==> src/rtl/rgbhsl_pkg.sv <==
// Shared constants for the RGB to HSL converter.
// Default widths and the stage count ahead of the dividers.
// No dependencies.
package rgbhsl_pkg;

  localparam int CHANNEL_BITS_DEF  = 8;
  localparam int FRACTION_BITS_DEF = 16;

  // Stages ahead of the dividers: min/max select, then operand build.
  localparam int DIV_LEAD_STAGES = 2;

endpackage

==> src/rtl/rgb_to_hsl_converter_core.sv <==
// RGB to HSL converter, top level: min/max and operand stages, then pipelined
// dividers for hue and saturation and a shift-and-add reciprocal path for lightness.
// Depends on rgbhsl_pkg and rgbhsl_div.
//
//   channel  valid      stall      payload
//   pixel    pix_valid  pix_stall  red, green, blue
//   result   hsl_valid  hsl_stall  hue, saturation, lightness
//
// One pixel enters per cycle while pix_stall is low; an accepted beat is offered on the
// result side after it has passed through FRACTION_BITS + 3 register stages.
// Those are the two operand stages plus one divider stage per quotient bit.
// Reset clears only the stage valid bits.
// A stalled result freezes the pipeline, but the first stage still takes a beat
// when it is empty.
module rgb_to_hsl_converter_core #(
  parameter int CHANNEL_BITS  = rgbhsl_pkg::CHANNEL_BITS_DEF,
  parameter int FRACTION_BITS = rgbhsl_pkg::FRACTION_BITS_DEF
) (
  input  logic                     clk,
  input  logic                     rst,
  input  logic                     pix_valid,
  output logic                     pix_stall,
  input  logic [CHANNEL_BITS-1:0]  red,
  input  logic [CHANNEL_BITS-1:0]  green,
  input  logic [CHANNEL_BITS-1:0]  blue,
  output logic                     hsl_valid,
  input  logic                     hsl_stall,
  output logic [FRACTION_BITS-1:0] hue,
  output logic [FRACTION_BITS:0]   saturation,
  output logic [FRACTION_BITS:0]   lightness
);
  import rgbhsl_pkg::*;

  localparam int CB = CHANNEL_BITS;
  localparam int QB = FRACTION_BITS + 1;
  localparam int NS = DIV_LEAD_STAGES + QB;

  localparam int LN  = (FRACTION_BITS + CB - 1) / CB;
  localparam int LSH = LN * CB;
  localparam int LPW = CB + FRACTION_BITS + LSH + 1;

  localparam logic [1:0] SEC_RED_POS = 2'd0;
  localparam logic [1:0] SEC_RED_NEG = 2'd1;
  localparam logic [1:0] SEC_GREEN   = 2'd2;
  localparam logic [1:0] SEC_BLUE    = 2'd3;

  localparam logic [CB:0] FULL2 = {{CB{1'b1}}, 1'b0};

  logic [NS-1:0] vld;
  logic          adv;
  logic          en0;

  logic [CB-1:0] hi_next, lo_next;
  logic [1:0]    sec_next;
  logic [CB:0]   diff_next;
  logic          rmax, gmax;

  logic [CB-1:0] a_hi, a_lo;
  logic [1:0]    a_sec;
  logic [CB:0]   a_diff;

  logic [CB-1:0] d;
  logic [CB:0]   sum;
  logic [CB+2:0] d6;
  logic [CB+2:0] kd;
  logic [CB+2:0] hnum;
  logic [CB-1:0] sden_next;
  logic [CB+2:0] hden_next;

  logic [CB:0]   b_lnum;
  logic [CB-1:0] b_snum;
  logic [CB-1:0] b_sden;
  logic [CB+2:0] b_hnum;
  logic [CB+2:0] b_hden;

  logic [LPW-1:0] lterm;
  logic [LPW-1:0] lprod_next;
  logic [LPW-1:0] l_prod;
  logic [LPW-1:0] lround;
  logic [QB-1:0]  lquo_next;
  logic [QB-1:0]  light_pipe [QB-1];

  logic [QB-1:0] sat_quo;
  logic [QB-1:0] hue_quo;

  assign adv       = !(vld[NS-1] && hsl_stall);
  assign en0       = adv || !vld[0];
  assign pix_stall = !en0;
  assign hsl_valid = vld[NS-1];

  always_ff @(posedge clk) begin
    if (rst) begin
      vld <= '0;
    end else begin
      if (en0) begin
        vld[0] <= pix_valid;
      end
      if (adv) begin
        vld[NS-1:1] <= vld[NS-2:0];
      end
    end
  end

  always_comb begin
    rmax    = (red >= green) && (red >= blue);
    gmax    = !rmax && (green >= blue);
    hi_next = rmax ? red : (gmax ? green : blue);
    if ((red <= green) && (red <= blue)) begin
      lo_next = red;
    end else if (green <= blue) begin
      lo_next = green;
    end else begin
      lo_next = blue;
    end
    if (rmax) begin
      sec_next  = (green < blue) ? SEC_RED_NEG : SEC_RED_POS;
      diff_next = {1'b0, green} - {1'b0, blue};
    end else if (gmax) begin
      sec_next  = SEC_GREEN;
      diff_next = {1'b0, blue} - {1'b0, red};
    end else begin
      sec_next  = SEC_BLUE;
      diff_next = {1'b0, red} - {1'b0, green};
    end
  end

  always_ff @(posedge clk) begin
    if (en0) begin
      a_hi   <= hi_next;
      a_lo   <= lo_next;
      a_sec  <= sec_next;
      a_diff <= diff_next;
    end
  end

  always_comb begin
    d   = a_hi - a_lo;
    sum = {1'b0, a_hi} + {1'b0, a_lo};
    d6  = (CB+3)'({d, 2'b00}) + (CB+3)'({d, 1'b0});
    case (a_sec)
      SEC_RED_POS: kd = '0;
      SEC_RED_NEG: kd = d6;
      SEC_GREEN:   kd = (CB+3)'({d, 1'b0});
      SEC_BLUE:    kd = (CB+3)'({d, 2'b00});
      default:     kd = '0;
    endcase
    hnum = kd + {{2{a_diff[CB]}}, a_diff};
    if (d == '0) begin
      sden_next = CB'(1);
      hden_next = (CB+3)'(1);
    end else begin
      sden_next = sum[CB] ? CB'(FULL2 - sum) : sum[CB-1:0];
      hden_next = d6;
    end
  end

  always_ff @(posedge clk) begin
    if (adv) begin
      b_lnum <= sum;
      b_snum <= d;
      b_sden <= sden_next;
      b_hnum <= (d == '0) ? '0 : hnum;
      b_hden <= hden_next;
    end
  end

  // Lightness is floor(2^(FRACTION_BITS-1) * sum / F) with F = 2^CB - 1. Scaling by
  // (2^LSH - 1) / F turns the divisor into 2^LSH - 1, which a shift and add resolves.
  always_comb begin
    lterm      = LPW'(b_lnum) << (FRACTION_BITS - 1);
    lprod_next = '0;
    for (int k = 0; k < LN; k++) begin
      lprod_next = lprod_next + (lterm << (k * CB));
    end
    lround    = l_prod + (l_prod >> LSH) + LPW'(1);
    lquo_next = QB'(lround >> LSH);
  end

  always_ff @(posedge clk) begin
    if (adv) begin
      l_prod        <= lprod_next;
      light_pipe[0] <= lquo_next;
      for (int k = 1; k < QB - 1; k++) begin
        light_pipe[k] <= light_pipe[k-1];
      end
    end
  end

  rgbhsl_div #(
    .NUM_BITS (CB),
    .DEN_BITS (CB),
    .SHIFT    (FRACTION_BITS),
    .QUO_BITS (QB)
  ) u_sat_div (
    .clk (clk),
    .en  (adv),
    .num (b_snum),
    .den (b_sden),
    .quo (sat_quo)
  );

  rgbhsl_div #(
    .NUM_BITS (CB + 3),
    .DEN_BITS (CB + 3),
    .SHIFT    (FRACTION_BITS),
    .QUO_BITS (QB)
  ) u_hue_div (
    .clk (clk),
    .en  (adv),
    .num (b_hnum),
    .den (b_hden),
    .quo (hue_quo)
  );

  assign hue        = hue_quo[FRACTION_BITS-1:0];
  assign saturation = sat_quo;
  assign lightness  = light_pipe[QB-2];

endmodule

==> src/rtl/rgbhsl_div.sv <==
// Pipelined restoring divider, one quotient bit per register stage.
// Computes floor((num << SHIFT) / den). The quotient must fit in QUO_BITS.
// Depends on nothing. All stages advance together on en.
module rgbhsl_div #(
  parameter int NUM_BITS = 9,
  parameter int DEN_BITS = 9,
  parameter int SHIFT    = 16,
  parameter int QUO_BITS = 17
) (
  input  logic                clk,
  input  logic                en,
  input  logic [NUM_BITS-1:0] num,
  input  logic [DEN_BITS-1:0] den,
  output logic [QUO_BITS-1:0] quo
);

  localparam int XW = NUM_BITS + SHIFT;

  logic [XW-1:0]       dividend;
  logic [DEN_BITS-1:0] rem_in  [QUO_BITS];
  logic [DEN_BITS-1:0] rem     [QUO_BITS];
  logic [DEN_BITS-1:0] den_in  [QUO_BITS];
  logic [DEN_BITS-1:0] den_q   [QUO_BITS];
  logic [QUO_BITS-1:0] low_in  [QUO_BITS];
  logic [QUO_BITS-1:0] low     [QUO_BITS];
  logic [QUO_BITS-1:0] quo_in  [QUO_BITS];
  logic [QUO_BITS-1:0] quo_q   [QUO_BITS];

  assign dividend  = {num, {SHIFT{1'b0}}};
  assign rem_in[0] = DEN_BITS'(dividend >> QUO_BITS);
  assign low_in[0] = dividend[QUO_BITS-1:0];
  assign den_in[0] = den;
  assign quo_in[0] = '0;

  for (genvar j = 1; j < QUO_BITS; j++) begin : g_link
    assign rem_in[j] = rem[j-1];
    assign low_in[j] = low[j-1];
    assign den_in[j] = den_q[j-1];
    assign quo_in[j] = quo_q[j-1];
  end

  for (genvar j = 0; j < QUO_BITS; j++) begin : g_stage
    logic [DEN_BITS:0] trial;
    logic [DEN_BITS:0] diff;
    logic              ge;

    always_comb begin
      trial = {rem_in[j], low_in[j][QUO_BITS-1]};
      diff  = trial - {1'b0, den_in[j]};
      ge    = (trial >= {1'b0, den_in[j]});
    end

    always_ff @(posedge clk) begin
      if (en) begin
        rem[j]   <= ge ? diff[DEN_BITS-1:0] : trial[DEN_BITS-1:0];
        low[j]   <= {low_in[j][QUO_BITS-2:0], 1'b0};
        den_q[j] <= den_in[j];
        quo_q[j] <= {quo_in[j][QUO_BITS-2:0], ge};
      end
    end
  end

  assign quo = quo_q[QUO_BITS-1];

endmodule

==> config.mk <==
export PLATFORM = sky130hd
export DESIGN_NAME = rgb_to_hsl_converter_core
export DESIGN_NICKNAME = d
export VERILOG_FILES = /design/src/rtl/rgbhsl_pkg.sv /design/src/rtl/rgb_to_hsl_converter_core.sv /design/src/rtl/rgbhsl_div.sv
export SDC_FILE = /design/constraint.sdc
export NUM_CORES = 2
export LEC_CHECK = 0
export BUFFER_PORTS_ARGS = -buffer_cell sky130_fd_sc_hd__buf_2
export CAP_MARGIN = 20
export CORE_MARGIN = 2
export CORE_UTILIZATION = 38
export DETAILED_ROUTE_END_ITERATION = 16
export HOLD_SLACK_MARGIN = 0.05
export MAX_ROUTING_LAYER = met4
export PLACE_DENSITY_LB_ADDON = 0.1
export SKIP_LAST_GASP = 1
export SYNTH_ARGS = -nofsm -noshare
export SYNTH_HDL_FRONTEND = slang
export SYNTH_SLANG_ARGS = --single-unit
==> constraint.sdc <==
create_clock -name clk -period 64.4 [get_ports clk]
set_clock_uncertainty 0.1 [all_clocks]
set_input_delay 9.66 -clock clk [delete_from_list [all_inputs] [get_ports clk]]
set_output_delay 9.66 -clock clk [all_outputs]
set_load 0.005 [all_outputs]
# --- After elaboration in Yosys (flattened, before gate mapping) ---
# Memory sizes are Yosys's and may differ from the RTL's.
# Cells that the tools add are included.
word_totals:
  wordCells: 167
  output_inout_bits: 52
  ram_bits: 2040
  input_bits: 28
  regBits: 126
  mem_count: 9
classes:
  reduce_logical: 11
  order_cmp: 41
  add_sub_neg: 45
  eq_ne: 3
  muxes: 46
memory_table:
  columns: ["name", "words", "word_bits", "read_ports", "rd_clocked_by_memory_dff", "write_ports", "line_no", "source"]
  rows:
  - ["u_hue_div.quo_q", 17, 17, 17, 0, 17, "rgbhsl_div.sv:27", "logic [QUO_BITS-1:0] quo_q [QUO_BITS];"]
  - ["u_sat_div.quo_q", 17, 17, 17, 0, 17, "rgbhsl_div.sv:27", null]
  - ["light_pipe", 16, 17, 16, 0, 16, "rgb_to_hsl_converter_core.sv:81", "logic [QB-1:0] light_pipe [QB-1];"]
  - ["u_hue_div.low", 17, 16, 16, 0, 17, "rgbhsl_div.sv:25", "logic [QUO_BITS-1:0] low [QUO_BITS];"]
  - ["u_sat_div.low", 17, 16, 16, 0, 17, "rgbhsl_div.sv:25", null]
  - ["u_hue_div.den_q", 17, 11, 16, 0, 17, "rgbhsl_div.sv:23", "logic [DEN_BITS-1:0] den_q [QUO_BITS];"]
  - ["+3 memories", null, null, null, null, null, null, null]
ops:
  columns: ["op", "n"]
  rows:
  - ["$ge 12x11->1", 16]
  - ["$mux 11", 17]
  - ["$sub 11x11->11", 17]
  - ["$mux 8", 22]
  - ["$ge 9x8->1", 16]
  - ["$sub 8x8->8", 18]
  - ["$pmux 11 s4", 1]
  - ["$add 24x32->33", 1]
  - ["$add 33x1->33 const B", 1]
  - ["$add 33x17->33", 1]
  - ["$ge 8x8->1", 4]
  - ["$sub 8x8->9", 3]
  - ["$le 8x8->1", 3]
  - ["$mux 9", 2]
  - ["$add 10x9->11", 1]
  - ["$add 11x11->11", 1]
  - ["$ge 11x11->1", 1]
  - ["$add 8x8->9", 1]
  - ["$logic_not 8->1", 1]
  - ["$lt 8x8->1", 1]
  - ["$sub 8x8->8 const A", 1]
  - ["$eq 2x2->1 const B", 2]
  - ["$logic_and 1x1->1", 4]
  - ["$logic_not 1->1", 4]
  - ["other kinds (5)", 7]

# --- Depth between registers and ports, before layout ---
depth:
  word_depth: 6
  ltp_mapped: 22
  ltp_nobuf: 22

# --- Cells and area by module ---
# A second synthesis with hierarchy kept.
hier_totals:
  hier_cells: 4505
  hier_area_um2: 61569.0
modules_own_cells:
  columns: ["mod", "n_inst", "area_per_inst_um2", "seq_area_each_um2", "cells_per_inst"]
  rows:
  - ["rgbhsl_div at u_hue_div", 1, 25513.2, 15164.5, 1943]
  - ["rgbhsl_div at u_sat_div", 1, 19830.3, 12281.8, 1466]
  - ["rgb_to_hsl_converter_core", 1, 16225.6, 11280.8, 1096]

# --- Worst setup path before layout ---
# No wires, ideal clock.
synth_timing:
  kind: "input-to-reg"
  startpoint: "in hsl_stall"
  endpoint: "reg b_hden[0] (enable)"
  cell_stages: 3
  required_ps: 62225
  arrival_time_ps: 43210
  setup_time_ps: 2075
  slack_ps: 19014
  path_cell_list: "and2_1 clkinv_1 clkbuf_1"
synth_between:
  elab_chain_len: 1
synth_rtl:
  columns: ["item", "line_no", "source"]
  rows:
  - ["start, declared", "rgb_to_hsl_converter_core.sv:27", "input logic hsl_stall,"]
  - ["$logic_and 1x1->1", "rgb_to_hsl_converter_core.sv:86", "assign adv = !(vld[NS-1] && hsl_stall);"]
  - ["end signal, assigned", "rgb_to_hsl_converter_core.sv:163", "b_hden <= hden_next;"]
  - ["end, declared", "rgb_to_hsl_converter_core.sv:74", "logic [CB+2:0] b_hden;"]
# Every way passes these cells.
# A chain may end at the register's enable or synchronous reset.

# --- Worst setup path after layout ---
layout_timing:
  startpoint: "in hsl_stall"
  endpoint: "out pix_stall"
layout_between:
  elab_chain_len: 4
layout_rtl:
  columns: ["item", "line_no", "source"]
  rows:
  - ["$logic_and 1x1->1", "rgb_to_hsl_converter_core.sv:86", null]
  - ["$logic_not 1->1", "rgb_to_hsl_converter_core.sv:86", null]
  - ["$logic_or 1x1->1", "rgb_to_hsl_converter_core.sv:87", "assign en0 = adv || !vld[0];"]
  - ["$logic_not 1->1", "rgb_to_hsl_converter_core.sv:88", "assign pix_stall = !en0;"]
  - ["end, declared", "rgb_to_hsl_converter_core.sv:22", "output logic pix_stall,"]
# Every way passes these cells.

==> run_results.csv <==
group,metric,value,unit
detailed_routing,route.detailed.drc,0,
floorplanning,core_region_area,156000,um^2
synthesis,avgSynthCellArea,13.58,um^2
placement,place_hpwl,70850,um
cts,clkTransAtPathRegs,0.06,ns
global_route,grt_pass1_wl,168000,um
worst_setup_path,critPathKind,"in -> out",
floorplanning,fp.dieW,400.1,um
sta,max_slew_margin,0.2953,
worst_setup_path,worstPathArrival,10.86,ns
cts,cts_buffers,145,
final_layout,num-fill-cells,14330,
floorplanning,die_y,400.1,um
detailed_routing,drt_iter0_drc,1573,
status,outcome,"finished clean",
sta,period_share,0.3201,
final_layout,multi_input_area,19120,um^2
floorplanning,initial_core_util,0.3822,
synthesis,netlist_instances,4391,
job,max_cap_violations,0,
synthesis,synthFlopType,"edfxtp_1",
floorplanning,die_area,160100,um^2
sta,rsz0062_at_grt,"false",
detailed_routing,drtPass1Iterations,5,
floorplanning,num_io_pins,80,
final_layout,nets,5036,
detailed_routing,vias_per_cell,4.771,
cts,cts_root_buffer,"clkbuf_16",
cts,clock_sinks,1279,
worst_setup_path,critPathMaxFanout,28,
synthesis,yosys_warnings,0,
final_layout,syn_to_final_growth,12.84,%
sta,final-setup-viol-count,0,
floorplanning,rows,145,
synthesis,ys_seq_area_frac,0.6409,
sta,tns,0,ns
cts,post_cts_resized,0,
sta,report.final.slew_viol_count,0,
detailed_routing,ant_nets,0,
synthesis,syn_area,59630,um^2
final_layout,final_common_cell,"edfxtp_1",
cts,post_cts_buffers,0,
sta,finalCriticalPeriod,20.62,ns
detailed_routing,wl,103000,um
detailed_routing,routedWlPerCell,15.24,um
global_route,grt_pass1_vias,31840,
sta,fmax,0.04850,GHz
synthesis,syn_nets,4841,
final_layout,final_util,0.4312,
cts,cts_max_path_buffers,3,
final_layout,diodes,0,
synthesis,ys_async_sr_fraction,0,
cts,tritoncts,"done",
worst_setup_path,cp-start-kind,"primary input",
detailed_routing,vias,32230,
final_layout,regArea,38220,um^2
synthesis,synthDistinctLibCells,82,
final_layout,drive_gt1_frac,0.1096,
global_route,overflow,0,
sta,hold_violations,0,
cts,cts_hold_buf,0,
synthesis,yosys_register_bits,1279,
global_route,grtUsageTotal,0.1338,
final_layout,final_cell_mix,"1260 x edfxtp_1, 532 x inv_1, 383 x ha_1",
worst_setup_path,endpoint_kind,"primary output",
worst_setup_path,required,54.64,ns
placement,io_buffer_count,79,
global_route,antenna_found_initial,1,
global_route,grt_max_degree,175,
cts,insertion_delay,0.77,ns
final_layout,layoutNonFillerInstCount,6755,
synthesis,synth_enable_flop_cells,1260,
cts,cts_max_level,4,
sta,tightest_slew,1.057,ns
placement,routabilityCongestion,0.8180,
hold_path,hp-class,"reg -> reg",
placement,dp.cells,6495,
final timing paths:
path / from / to / slack (ns) / depth (start not counted)
max: hsl_stall / pix_stall / 43.78 / 7
min: light_pipe[1][107] / light_pipe[1][124] / 0.31 / 0
max reg2reg: vld[18] / light_pipe[1][80] / 58.45 / 8
min reg2reg: light_pipe[1][107] / light_pipe[1][124] / 0.31 / 0
Yosys cell counts, drive strengths merged, types with 6 or more instances:
cell type  count  area share
xor2          60      0.0088
a21boi        68      0.0086
nand3         56      0.0047
inv          534       0.034
o211ai        20      0.0025
nor2b         97       0.010
o31ai         25      0.0031
nand2        197       0.012
ha           383       0.080
buf           36      0.0040
a21o          58      0.0073
dfxtp         19      0.0064
or2            6     0.00063
and3          18      0.0019
a21oi        178       0.015
fa            39       0.013
a211oi        40      0.0065
o21ai        225       0.019
mux2i         63       0.011
nor4          20      0.0021
o21a          80       0.010
nand2b        42      0.0044
nor3          60      0.0050
clkbuf        21      0.0013
xnor2        148       0.022
edfxtp      1260        0.63
nor3b         12      0.0015
a31oi         25      0.0026
mux2         168       0.032
and2           7     0.00073
nand4         43      0.0045
nor2         311       0.020
o31a          10      0.0015
logic make-up (layout without fill, tap and decap cells):
kind of cell             count (synthesis)  in the layout  synth area share
flip-flops                            1279           1279            0.6409
AND/OR/NAND/NOR                        884            884           0.06975
AO/OA/AOI/OAI                          773            773           0.08356
buffers and inverters                  593            899           0.03911
adder cells (fa/ha/maj)                423            423           0.09365
multiplexers                           231            231           0.04230
XOR/XNOR                               208            208           0.03068
critical path, stage by stage:
cell	delay, ns
buf_2	0.09
and2_1	0.13
buf_4	0.21
nand2_1	0.09
buf_4	0.35
inv_1	0.14
buf_2	0.16
stage by stage:
stage          setup slack (ns)  instance area (um^2)  hold WS [ns]
6_report                  43.78                 67280        0.3077
2_1_floorplan             19.01                 59630        0.3003
5_1_grt                   43.69                 67280        0.3088
3_3_place_gp              43.76                 62520        0.3004
3_5_place_dp              43.75                 62550        0.3045
4_1_cts                   43.75                 67260        0.2997
sequential cells by signal, indices dropped and copies added, names as in the netlist, 9 cells and up:
signal and cells:
vld 19, b_hnum 11, b_lnum 9, u_sat_div.quo_q 153, b_hden 11, u_sat_div.rem 128, a_diff 9, u_hue_div.quo_q 136
u_hue_div.den_q 176, u_sat_div.den_q 128, u_hue_div.rem 176, l_prod 18, light_pipe 272
routing by layer:
layer / vias up / share of wire / global-route usage / routed length, um
li1: 16320 / - / - / -
met1: 15350 / 0.49 / 0.1814 / 50300
met2: 401 / 0.45 / 0.2037 / 46450
met3: 154 / 0.035 / 0.02470 / 3571
met4: 0 / 0.026 / 0.04234 / 2628
met5: - / 0 / - / 0
final cells by class:
cell class	instances	area share
Inverter	536	0.03001
Clock inverter	81	0.01318
Multi-Input combinational cell	2519	0.2842
Timing Repair Buffer	105	0.009559
Tap cell	2058	0.03827
Clock buffer	177	0.05681
Sequential cell	1279	0.5680
Power is left out: the tool's default activity adds up to more than one toggle a clock period on the data nets, which glitch-free logic cannot reach.
